<file path="src/sv/sha256_block_compression_defines.svh">
// Assertion macros used by the SHA-256 compression RTL.
`ifndef SHA256_BLOCK_COMPRESSION_DEFINES_SVH
`define SHA256_BLOCK_COMPRESSION_DEFINES_SVH

// Same-cycle implication, checked on every rising clock edge outside reset.
`define SHA256C_ASSERT_NOW(name, pre, post, msg) \
   name: assert property (@(posedge clock) disable iff (reset) (pre) |-> (post)) \
      else $error(msg);

// Next-cycle implication, checked on every rising clock edge outside reset.
`define SHA256C_ASSERT_NEXT(name, pre, post, msg) \
   name: assert property (@(posedge clock) disable iff (reset) (pre) |=> (post)) \
      else $error(msg);

`endif

</file>
<file path="src/sv/sha256c_pkg.sv">
// Types, constants and round table for the SHA-256 block compression.
`timescale 1ns / 1ps
`default_nettype none

package sha256c_pkg;

   localparam int unsigned WORD_BITS  = 32;
   localparam int unsigned BLOCK_LEN  = 16;
   localparam int unsigned ROUNDS     = 64;
   localparam int unsigned STATE_LEN  = 8;
   localparam int unsigned DIGEST_BITS = STATE_LEN * WORD_BITS;

   localparam logic [3:0] LAST_POSITION = 4'd15;
   localparam logic [5:0] LAST_ROUND    = 6'd63;

   typedef logic [WORD_BITS-1:0] word_type;

   // Working variables of the compression, a through h.
   typedef struct packed {
      word_type a;
      word_type b;
      word_type c;
      word_type d;
      word_type e;
      word_type f;
      word_type g;
      word_type h;
   } sha256c_vars_type;

   // Schedule taps that one round reads from the sixteen-word window.
   typedef struct packed {
      word_type w0;
      word_type w1;
      word_type w9;
      word_type w14;
   } sha256c_taps_type;

   typedef enum logic [1:0] {
      ST_COLLECT,
      ST_ROUND,
      ST_FINAL,
      ST_EMIT
   } sha256c_state_type;

   localparam word_type INIT_VALUE [STATE_LEN] = '{
      32'h6a09e667, 32'hbb67ae85, 32'h3c6ef372, 32'ha54ff53a,
      32'h510e527f, 32'h9b05688c, 32'h1f83d9ab, 32'h5be0cd19
   };

   localparam word_type ROUND_K [ROUNDS] = '{
      32'h428a2f98, 32'h71374491, 32'hb5c0fbcf, 32'he9b5dba5,
      32'h3956c25b, 32'h59f111f1, 32'h923f82a4, 32'hab1c5ed5,
      32'hd807aa98, 32'h12835b01, 32'h243185be, 32'h550c7dc3,
      32'h72be5d74, 32'h80deb1fe, 32'h9bdc06a7, 32'hc19bf174,
      32'he49b69c1, 32'hefbe4786, 32'h0fc19dc6, 32'h240ca1cc,
      32'h2de92c6f, 32'h4a7484aa, 32'h5cb0a9dc, 32'h76f988da,
      32'h983e5152, 32'ha831c66d, 32'hb00327c8, 32'hbf597fc7,
      32'hc6e00bf3, 32'hd5a79147, 32'h06ca6351, 32'h14292967,
      32'h27b70a85, 32'h2e1b2138, 32'h4d2c6dfc, 32'h53380d13,
      32'h650a7354, 32'h766a0abb, 32'h81c2c92e, 32'h92722c85,
      32'ha2bfe8a1, 32'ha81a664b, 32'hc24b8b70, 32'hc76c51a3,
      32'hd192e819, 32'hd6990624, 32'hf40e3585, 32'h106aa070,
      32'h19a4c116, 32'h1e376c08, 32'h2748774c, 32'h34b0bcb5,
      32'h391c0cb3, 32'h4ed8aa4a, 32'h5b9cca4f, 32'h682e6ff3,
      32'h748f82ee, 32'h78a5636f, 32'h84c87814, 32'h8cc70208,
      32'h90befffa, 32'ha4506ceb, 32'hbef9a3f7, 32'hc67178f2
   };

endpackage

`default_nettype wire

</file>
<file path="src/sv/sha256c_round.sv">
// One SHA-256 round and one message schedule expansion step.
`timescale 1ns / 1ps
`default_nettype none

module sha256c_round
   import sha256c_pkg::*;
(
   input  var sha256c_vars_type vars_cur,
   input  var sha256c_taps_type taps,
   input  var word_type         round_k,
   output var sha256c_vars_type vars_nxt,
   output var word_type         sched_word
);

   function automatic word_type rotr(input word_type x, input int unsigned n);
      rotr = (x >> n) | (x << (WORD_BITS - n));
   endfunction

   word_type small0;
   word_type small1;
   word_type big0;
   word_type big1;
   word_type choose;
   word_type majority;
   word_type temp1;
   word_type temp2;

   always_comb begin
      small0 = rotr(taps.w1, 7) ^ rotr(taps.w1, 18) ^ (taps.w1 >> 3);
      small1 = rotr(taps.w14, 17) ^ rotr(taps.w14, 19) ^ (taps.w14 >> 10);
      sched_word = taps.w0 + small0 + taps.w9 + small1;
   end

   always_comb begin
      big1     = rotr(vars_cur.e, 6) ^ rotr(vars_cur.e, 11) ^ rotr(vars_cur.e, 25);
      choose   = (vars_cur.e & vars_cur.f) ^ (~vars_cur.e & vars_cur.g);
      temp1    = vars_cur.h + big1 + choose + round_k + taps.w0;
      big0     = rotr(vars_cur.a, 2) ^ rotr(vars_cur.a, 13) ^ rotr(vars_cur.a, 22);
      majority = (vars_cur.a & vars_cur.b) ^ (vars_cur.a & vars_cur.c)
               ^ (vars_cur.b & vars_cur.c);
      temp2    = big0 + majority;

      vars_nxt.h = vars_cur.g;
      vars_nxt.g = vars_cur.f;
      vars_nxt.f = vars_cur.e;
      vars_nxt.e = vars_cur.d + temp1;
      vars_nxt.d = vars_cur.c;
      vars_nxt.c = vars_cur.b;
      vars_nxt.b = vars_cur.a;
      vars_nxt.a = temp1 + temp2;
   end

endmodule

`default_nettype wire

</file>
<file path="src/sv/sha256_block_compression.sv">
// Top level of the streaming SHA-256 block compression.
`timescale 1ns / 1ps
`default_nettype none

// Takes a padded message as 32-bit big-endian words, one beat per word, and
// keeps the SHA-256 chaining value across blocks. tuser set on a beat loads
// the standard initial value and starts a new block with that word; tlast
// marks the final word, after which the eight-word digest is given as one
// result beat. Words of an unfinished block at tlast are dropped. Words are
// taken one per cycle while a block is gathered; the sixteenth word starts 64
// rounds on the single shared round unit, one round per cycle, and a final
// step then adds the result into the chaining value, with input not ready
// during the rounds and that final step. A digest passes through an emit
// state into the output register, which holds it until taken while the next
// message is already gathered.

module sha256_block_compression
   import sha256c_pkg::*;
(
   input  var logic                   clock,
   input  var logic                   reset,
   input  var logic                   req_tvalid,
   output var logic                   req_tready,
   input  var logic [WORD_BITS-1:0]   req_tdata,   // [31:0] message_word
   input  var logic                   req_tuser,   // [0] restart
   input  var logic                   req_tlast,   // last_of_message
   output var logic                   rsp_tvalid,
   input  var logic                   rsp_tready,
   output var logic [DIGEST_BITS-1:0] rsp_tdata    // [63:0] digest_ab, [127:64] digest_cd,
                                                   // [191:128] digest_ef, [255:192] digest_gh
);

`include "sha256_block_compression_defines.svh"

   sha256c_state_type state_ff, state_in;

   logic [3:0]       pos_ff, pos_in;
   logic [5:0]       round_ff, round_in;
   logic             last_pend_ff, last_pend_in;
   word_type         cv_ff [STATE_LEN];
   word_type         cv_in [STATE_LEN];
   word_type         win_ff [BLOCK_LEN];
   word_type         win_in [BLOCK_LEN];
   sha256c_vars_type vars_ff, vars_in;
   logic             rsp_valid_ff, rsp_valid_in;
   logic [DIGEST_BITS-1:0] rsp_data_ff, rsp_data_in;

   logic             accept;
   logic             out_free;
   logic             block_done;
   logic [3:0]       pos_eff;
   sha256c_taps_type taps;
   sha256c_vars_type vars_nxt;
   word_type         sched_word;
   word_type         round_k;

   // Flags set by the sequencer for the datapath.
   logic             do_collect;
   logic             do_round;
   logic             do_final;
   logic             do_emit;

   assign accept   = req_tvalid && req_tready;
   assign out_free = !rsp_valid_ff || rsp_tready;
   assign pos_eff  = req_tuser ? '0 : pos_ff;
   assign block_done = pos_eff == LAST_POSITION;

   assign taps.w0  = win_ff[0];
   assign taps.w1  = win_ff[1];
   assign taps.w9  = win_ff[9];
   assign taps.w14 = win_ff[14];
   assign round_k  = ROUND_K[round_ff];

   sha256c_round u_round (
      .vars_cur   (vars_ff),
      .taps       (taps),
      .round_k    (round_k),
      .vars_nxt   (vars_nxt),
      .sched_word (sched_word)
   );

   // Next state.
   always_comb begin
      state_in = state_ff;
      unique case (state_ff)
         ST_COLLECT: begin
            if (accept) begin
               if (block_done) begin
                  state_in = ST_ROUND;
               end else if (req_tlast) begin
                  state_in = ST_EMIT;
               end
            end
         end
         ST_ROUND: begin
            if (round_ff == LAST_ROUND) begin
               state_in = ST_FINAL;
            end
         end
         ST_FINAL: begin
            state_in = last_pend_ff ? ST_EMIT : ST_COLLECT;
         end
         ST_EMIT: begin
            if (out_free) begin
               state_in = ST_COLLECT;
            end
         end
         default: begin
            state_in = ST_COLLECT;
         end
      endcase
   end

   // Sequencer outputs. Ready is high throughout collection, so a valid
   // word there is a beat.
   always_comb begin
      req_tready = 1'b0;
      do_collect = 1'b0;
      do_round   = 1'b0;
      do_final   = 1'b0;
      do_emit    = 1'b0;
      unique case (state_ff)
         ST_COLLECT: begin
            req_tready = 1'b1;
            do_collect = req_tvalid;
         end
         ST_ROUND: begin
            do_round = 1'b1;
         end
         ST_FINAL: begin
            do_final = 1'b1;
         end
         ST_EMIT: begin
            do_emit = out_free;
         end
         default: begin
            req_tready = 1'b0;
         end
      endcase
   end

   // Datapath.
   always_comb begin
      pos_in       = pos_ff;
      round_in     = round_ff;
      last_pend_in = last_pend_ff;
      vars_in      = vars_ff;
      cv_in        = cv_ff;
      win_in       = win_ff;
      rsp_data_in  = rsp_data_ff;
      rsp_valid_in = rsp_valid_ff && !rsp_tready;

      // The window shifts by one word per beat and per round, so after
      // sixteen beats word i of the block sits at index i.
      if (do_collect || do_round) begin
         for (int i = 0; i < BLOCK_LEN - 1; i++) begin
            win_in[i] = win_ff[i + 1];
         end
         win_in[BLOCK_LEN - 1] = do_collect ? req_tdata : sched_word;
      end

      if (do_collect) begin
         if (req_tuser) begin
            cv_in = INIT_VALUE;
         end
         if (block_done || req_tlast) begin
            pos_in = '0;
         end else begin
            pos_in = pos_eff + 4'd1;
         end
         last_pend_in = req_tlast;
         round_in     = '0;
         vars_in      = {cv_ff[0], cv_ff[1], cv_ff[2], cv_ff[3],
                         cv_ff[4], cv_ff[5], cv_ff[6], cv_ff[7]};
      end

      if (do_round) begin
         vars_in  = vars_nxt;
         round_in = round_ff + 6'd1;
      end

      if (do_final) begin
         cv_in[0] = cv_ff[0] + vars_ff.a;
         cv_in[1] = cv_ff[1] + vars_ff.b;
         cv_in[2] = cv_ff[2] + vars_ff.c;
         cv_in[3] = cv_ff[3] + vars_ff.d;
         cv_in[4] = cv_ff[4] + vars_ff.e;
         cv_in[5] = cv_ff[5] + vars_ff.f;
         cv_in[6] = cv_ff[6] + vars_ff.g;
         cv_in[7] = cv_ff[7] + vars_ff.h;
      end

      if (do_emit) begin
         for (int j = 0; j < STATE_LEN / 2; j++) begin
            rsp_data_in[j*2*WORD_BITS +: 2*WORD_BITS] = {cv_ff[2*j], cv_ff[2*j + 1]};
         end
         rsp_valid_in = 1'b1;
      end
   end

   always_ff @(posedge clock) begin
      if (reset) begin
         state_ff     <= ST_COLLECT;
         pos_ff       <= '0;
         round_ff     <= '0;
         last_pend_ff <= 1'b0;
         rsp_valid_ff <= 1'b0;
         cv_ff        <= INIT_VALUE;
      end else begin
         state_ff     <= state_in;
         pos_ff       <= pos_in;
         round_ff     <= round_in;
         last_pend_ff <= last_pend_in;
         rsp_valid_ff <= rsp_valid_in;
         cv_ff        <= cv_in;
      end
   end

   always_ff @(posedge clock) begin
      win_ff      <= win_in;
      vars_ff     <= vars_in;
      rsp_data_ff <= rsp_data_in;
   end

   assign rsp_tvalid = rsp_valid_ff;
   assign rsp_tdata  = rsp_data_ff;

   `SHA256C_ASSERT_NEXT(a_block_starts_rounds, accept && block_done,
      state_ff == ST_ROUND && round_ff == '0, "sixteenth word did not start the rounds")
   `SHA256C_ASSERT_NEXT(a_rounds_end, state_ff == ST_ROUND && round_ff == LAST_ROUND,
      state_ff == ST_FINAL, "rounds did not end after the last round")
   `SHA256C_ASSERT_NOW(a_pos_idle, state_ff != ST_COLLECT, pos_ff == '0,
      "word position not cleared outside collection")
   `SHA256C_ASSERT_NEXT(a_emit_loads, state_ff == ST_EMIT && out_free,
      rsp_tvalid && state_ff == ST_COLLECT, "digest not loaded into output register")

endmodule

`default_nettype wire

</file>
<file path="config.mk">
export PLATFORM = sky130hd
export DESIGN_NAME = sha256_block_compression
export DESIGN_NICKNAME = d
export VERILOG_FILES = /design/src/sv/sha256c_pkg.sv /design/src/sv/sha256c_round.sv /design/src/sv/sha256_block_compression.sv
export VERILOG_INCLUDE_DIRS = /design/src /design/src/sv
export SDC_FILE = /design/constraint.sdc
export NUM_CORES = 2
export LEC_CHECK = 0
export BUFFER_PORTS_ARGS = -buffer_cell sky130_fd_sc_hd__buf_2
export CAP_MARGIN = 30
export CORE_MARGIN = 3
export CORE_UTILIZATION = 50
export DETAILED_ROUTE_END_ITERATION = 8
export PLACE_DENSITY_LB_ADDON = 0.05
export SLEW_MARGIN = 20
export SYNTH_ARGS = -nofsm -noshare
export SYNTH_HDL_FRONTEND = slang
export SYNTH_SLANG_ARGS = --single-unit
</file>
<file path="constraint.sdc">
create_clock -name clock -period 41 [get_ports clock]
set_input_delay 4.1 -clock clock [delete_from_list [all_inputs] [get_ports clock]]
set_output_delay 4.1 -clock clock [all_outputs]
set_load 0.01 [all_outputs]
</file>
## After elaboration in Yosys (flattened, before gate mapping)

Memories as Yosys holds them, arrays and structs flattened.
Cells that the tools add are included.

| word-level totals | value |
|---|---|
| bits of input ports | 38 |
| word-level logic and storage cells | 135 |
| output and inout port bits | 258 |
| flip-flop bits (word level) | 1,294 |
| memories | 1 |
| memory bits (read-only) | 2,048 |

Memories:

| name | depth | width | read ports | clocked after memory_dff | write ports | RTL line | text |
|---|---|---|---|---|---|---|---|
| (name not given) | 64 | 32 | 1 | 0 | 0 | sha256_block_compression.sv:72 | `assign round_k = ROUND_K[round_ff];` |

| operators by class | value |
|---|---|
| equal/unequal tests | 9 |
| add/sub/neg operators | 20 |
| reduce and logical (&&, ||, !) cells | 13 |
| order comparisons | 1 |
| multiplexer cells | 25 |
| bitwise logic cells | 28 |

Operator list:

| kind | count |
|---|---|
| $mux 256 | 5 |
| $add 32x32->32 | 18 |
| $xor 32x32->32 | 9 |
| $and 32x32->32 | 5 |
| $mux 32 | 3 |
| $not 32->32 | 1 |
| $or 10x32->32 | 1 |
| $or 13x32->32 | 1 |
| $or 14x32->32 | 1 |
| $or 15x32->32 | 1 |
| $or 19x32->32 | 1 |
| $or 21x32->32 | 1 |
| $or 25x32->32 | 1 |
| $or 26x32->32 | 1 |
| $or 30x32->32 | 1 |
| $or 7x32->32 | 1 |
| $xor 32x22->32 | 1 |
| $xor 32x29->32 | 1 |
| $mux 2 | 6 |
| $mux 6 | 2 |
| $mux 4 | 2 |
| $pmux 2 s4 | 1 |
| $ge 7x7->1 const B | 1 |
| $not 6->7 | 1 |
| 16 further kinds | 30 |

## Longest topological paths before layout

| logic depth | value |
|---|---|
| word-level depth | 9 |
| depth in mapped cells | 44 |
| gate-level depth less buffers | 42 |

## Modules after synthesis

Synthesis repeated with hierarchy kept, for this count alone.

| unflattened totals | value |
|---|---|
| cell total of the unflattened synthesis | 7,046 |
| area, all modules | 73,809.5 µm² |

Modules (own cells, without submodules):

| module | sequential area each (µm²) | instances | cells each | area an instance (µm²) |
|---|---|---|---|---|
| sha256_block_compression | 36,154.7 | 1 | 5,133 | 58,329.7 |
| sha256c_round | 0.0 | 1 | 1,913 | 15,479.8 |

## Least setup slack after synthesis

OpenSTA, ideal clock, no wires.

| timing path | value |
|---|---|
| path type | input to register |
| start | input port req_tvalid |
| end | register win_ff (netlist bit taps[0]), enable pin |
| path buffers | 1 |
| setup time | 1,113 ps |
| cell stages on the path | 4 |
| required time | 39,887 ps |
| setup slack | 20,576 ps |
| arrival time | 19,311 ps |
| cells stage by stage | and2_1 -> clkbuf_1 -> nor2_1 -> inv_1 |

| between the ends | value |
|---|---|
| longest elaborated chain between the ends | 2 |

Ends and longest elaborated chain:

| what | RTL line | text |
|---|---|---|
| start: declaration | sha256_block_compression.sv:22 | `input var logic req_tvalid,` |
| $mux 1 | sha256_block_compression.sv:122 | `unique case (state_ff)` |
| $logic_or 1x1->1 | sha256_block_compression.sv:155 | `if (do_collect \|\| do_round) begin` |
| end signal: assignment | sha256_block_compression.sv:220 | `win_ff <= win_in;` |
| end: declaration | sha256_block_compression.sv:42 | `word_type win_ff [BLOCK_LEN];` |

No other way between the ends.
A chain may end at the register's enable or synchronous reset.

==> run summary <==
The die width works out to 383 um. The height of the chip works out to 383 um. Buffers placed on the I/O ports in this run total 295. The met3 layer usage reported by global route was 0.0456. The mean instance size in the synthesized netlist came out at 10.9 um2. Setup repair after global routing left no endpoint under its margin. The final reports fail on DRC.

The largest buffer count on any clock path is 3. Among all stages on the critical path, the largest delay is contributed by dfxtp_4. Between clock sinks in the finished design, the worst skew comes to 0.0398 ns.

The finished cells cover 79,000 um2. The logs give 5 for the residual DRC count and 0.506 for the effective utilization at floorplan. The worst setup path is launched from a flip-flop.

After filler insertion, the fill cell instance count of the layout stands at 12,300. For the met2 capacity usage during global routing, the log shows 0.479. The most utilized layer in the global route result is met2.

Of all nets on the critical path, the largest fanout is 51. The logs give 8,724 for the non-filler instance count after layout and 0 ns for the accumulated negative setup slack. Derived from the worst setup path, the maximum achievable clock frequency is 0.102 GHz.

The tools report the number of different library cells in the post-synthesis netlist as 87. The via count of the first global-routing pass was 47,700. The worst min-delay path class was reg2reg. The share of layout cells above drive strength 1 was 0.0964. The tools report the worst path arrival time as 10.32 ns. The logs give 8,462 for the number of placed instances, taps included and 0 for the number of failing setup endpoints in the final timing report. The tools report the total number of vias as 50,900. After layout, the minimum clock period comes to 9.85 ns. The run gives 32,200 um2 as the area taken by multi-input logic gates.

Synthesis produced a netlist whose cell count is 6,513. Clock tree root buffer cell: clkbuf_16. The tools report the critical path capture point type as a flip-flop. The detailed-router iteration count before antenna repair is 9, and the number of nets in the synthesized netlist is 7,140. The worst max-slew margin expressed relative to the limit is 0.144, and the flop and latch count out of synthesis is 1,294.

The run gives 0.965 as the routability congestion estimate from global placement. TritonCTS built the clock tree. Wires add up to 229,000 um.

Once detail routing completed, the nets flagged for antenna violations numbered 0. The number of buffers and inverters on the critical path is 8. The post-synthesis sequential area ratio is 0.510.

The final critical-path share of the clock period came out at 0.240. The routed via count divided by cell count was 5.83; the detailed router's first-iteration violation count was 5,399. The tools report the number of hold violations in the final report as 0.

The tools report the full die area as 146,000 um2. The first global-routing pass estimated 330,000 um of wire. Gates resized during post-CTS repair numbered 0. The met1 demand-to-capacity share in global routing is 0.442, and the CTS clock-pin slew for the worst setup and hold paths is 0.06 ns.

The sequential cells in the finished layout cover a total of 36,200 um2. The run gives 0.563 as the final core utilization. The async set or reset register ratio after synthesis was 0.

For this design, the sink count on the clock tree is 1,294. The total overflow left after global routing is 0. The flow ran to the end, but the final reports show violations.

Once detailed placement completed, the half-perimeter wirelength came to 172,000 um. The logs give 0.308 for the aggregate global-route resource usage and 0 for the number of pins exceeding their max-slew limit in the final report. Summing all placed instances gives a cell area of 74,300 um2. The logs give 0 for the count of hold-fix buffers inserted at cts and 139 for the number of buffers created by CTS. The initialized floorplan defines 137 standard-cell rows.

The library cell used most frequently in the layout, excluding fill and tap cells, is edfxtp_1. Among all flip-flop cells after synthesis, the most frequent one is edfxtp_1. Yosys printed 0 warnings. In the layout the commonest cells are edfxtp_1, nand2_1, inv_1. The I/O pin count is 296, and the synthesized cell area is 70,900 um2. The category of cells accounting for the largest share of critical-path delay is adder cells. The required time at the endpoint of the critical path was 41.47 ns. The largest single stage delay on the critical path is 0.64 ns.

Across the run, the number of max-cap violations was 0. The transition time of the tightest slew-check pin was 1.28 ns; the area of the core region was 140,000 um2. Counting flops with a built-in enable in the synthesized netlist gives 1,024. The number of setup buffers added after CTS is 0. The H-tree generated during clock tree synthesis spans 4 levels.

Entering global routing, the biggest net connects 192 pins. The tools report the count of nets after finishing as 7,359. In the final routed layout, each cell accounts on average for 26.2 um. From synthesis to final layout, the design area changed by 11.4%. The insertion delay to the later sink of the worst-skew pair came out at 0.80 ns. Initial antenna violation count: 8.

Type of the worst setup path: reg2reg.
[cell usage after synthesis (26+ instances only)]
library cell  instances  area (um2)
buf_1                26        97.6
nand3_1              61         305
a31oi_1              42         263
xor2_1              235        2060
a22oi_1              75         563
o22ai_1              93         582
a21o_1              207        1550
o21bai_1             44         330
mux2_2               29         327
dfxtp_1             270        5410
nor2b_1              49         307
and3_1               33         206
nor3_1               57         285
o21ai_0             368        1840
or3_1                26         163
nand2b_1            161        1010
nand2_1             906        3400
ha_1                394        4930
clkbuf_1            255         957
a211oi_1             38         285
a21oi_1             414        2070
o21a_1               59         443
o211ai_1             34         255
inv_1               424        1590
xnor2_1             344        3010
fa_1                195        3900
nor2_1              344        1290
edfxtp_1           1024       30700
[registers in the layout, indices dropped and copies added, names as in the netlist]
signal,flops
win_ff,384
cv_ff,256
rsp_tdata,256
vars_ff,256
taps,128
round_ff,6
pos_ff,4
state_ff,2
last_pend_ff,1
rsp_tvalid,1
[through the flow]
| step | setup slack, ns | hold WS (ns) |
|---|---|---|
| global placement | 31.43 | 0.400 |
| finish | 31.15 | 0.401 |
| detailed placement | 31.37 | 0.405 |
| floorplan | 20.58 | 0.400 |
| CTS | 31.31 | 0.394 |
| global route | 30.56 | 0.409 |
[worst paths after layout]
kind                                 start                     end  slack, ns  cells after the start
setup / recovery  round_ff[3]$_SDFFE_PP0P_  vars_ff[255]$_DFFE_PP_      31.15                     41
hold / removal       win_ff[237]$_DFFE_PP_   win_ff[269]$_DFFE_PP_       0.40                      0
setup reg to reg  round_ff[3]$_SDFFE_PP0P_  vars_ff[255]$_DFFE_PP_      31.15                     41
hold reg to reg      win_ff[237]$_DFFE_PP_   win_ff[269]$_DFFE_PP_       0.40                      0
[logic make-up after synthesis]
family | count (synthesis) | synth area share
AND/OR/NAND/NOR | 1717 | 0.106
multiplexers | 50 | 0.00916
AO/OA/AOI/OAI | 1575 | 0.141
flip-flops | 1294 | 0.510
adder cells (fa/ha/maj) | 591 | 0.125
buffers and inverters | 707 | 0.0374
XOR/XNOR | 579 | 0.0715
[per-layer routing]
layer / routed length [um] / up-vias
li1: - / 23500
met5: 33 / -
met2: 103000 / 2029
met1: 100000 / 24900
met4: 9030 / 6
met3: 16100 / 367
[worst reg2reg max path, delay by kind of cell, from the launching register on]
| kind | cells | cell delay (ns) |
|---|---|---|
| simple gates | 8 | 1.40 |
| buf+inv | 8 | 1.43 |
| fa+ha+maj | 7 | 2.87 |
| compound gates | 15 | 2.69 |
| flops | 1 | 0.64 |
| xor+xnor | 3 | 0.53 |
[layout make-up]
type / instances / share of cell area
Antenna cell: 2 / 0.0000634
Clock buffer: 176 / 0.0472
Clock inverter: 79 / 0.0110
Inverter: 425 / 0.0203
Multi-Input combinational cell: 4512 / 0.407
Sequential cell: 1294 / 0.458
Tap cell: 1876 / 0.0297
Timing Repair Buffer: 360 / 0.0266
Power is not shown: default switching activity piles up to over one toggle a cycle in this logic, so the estimate is an artifact.
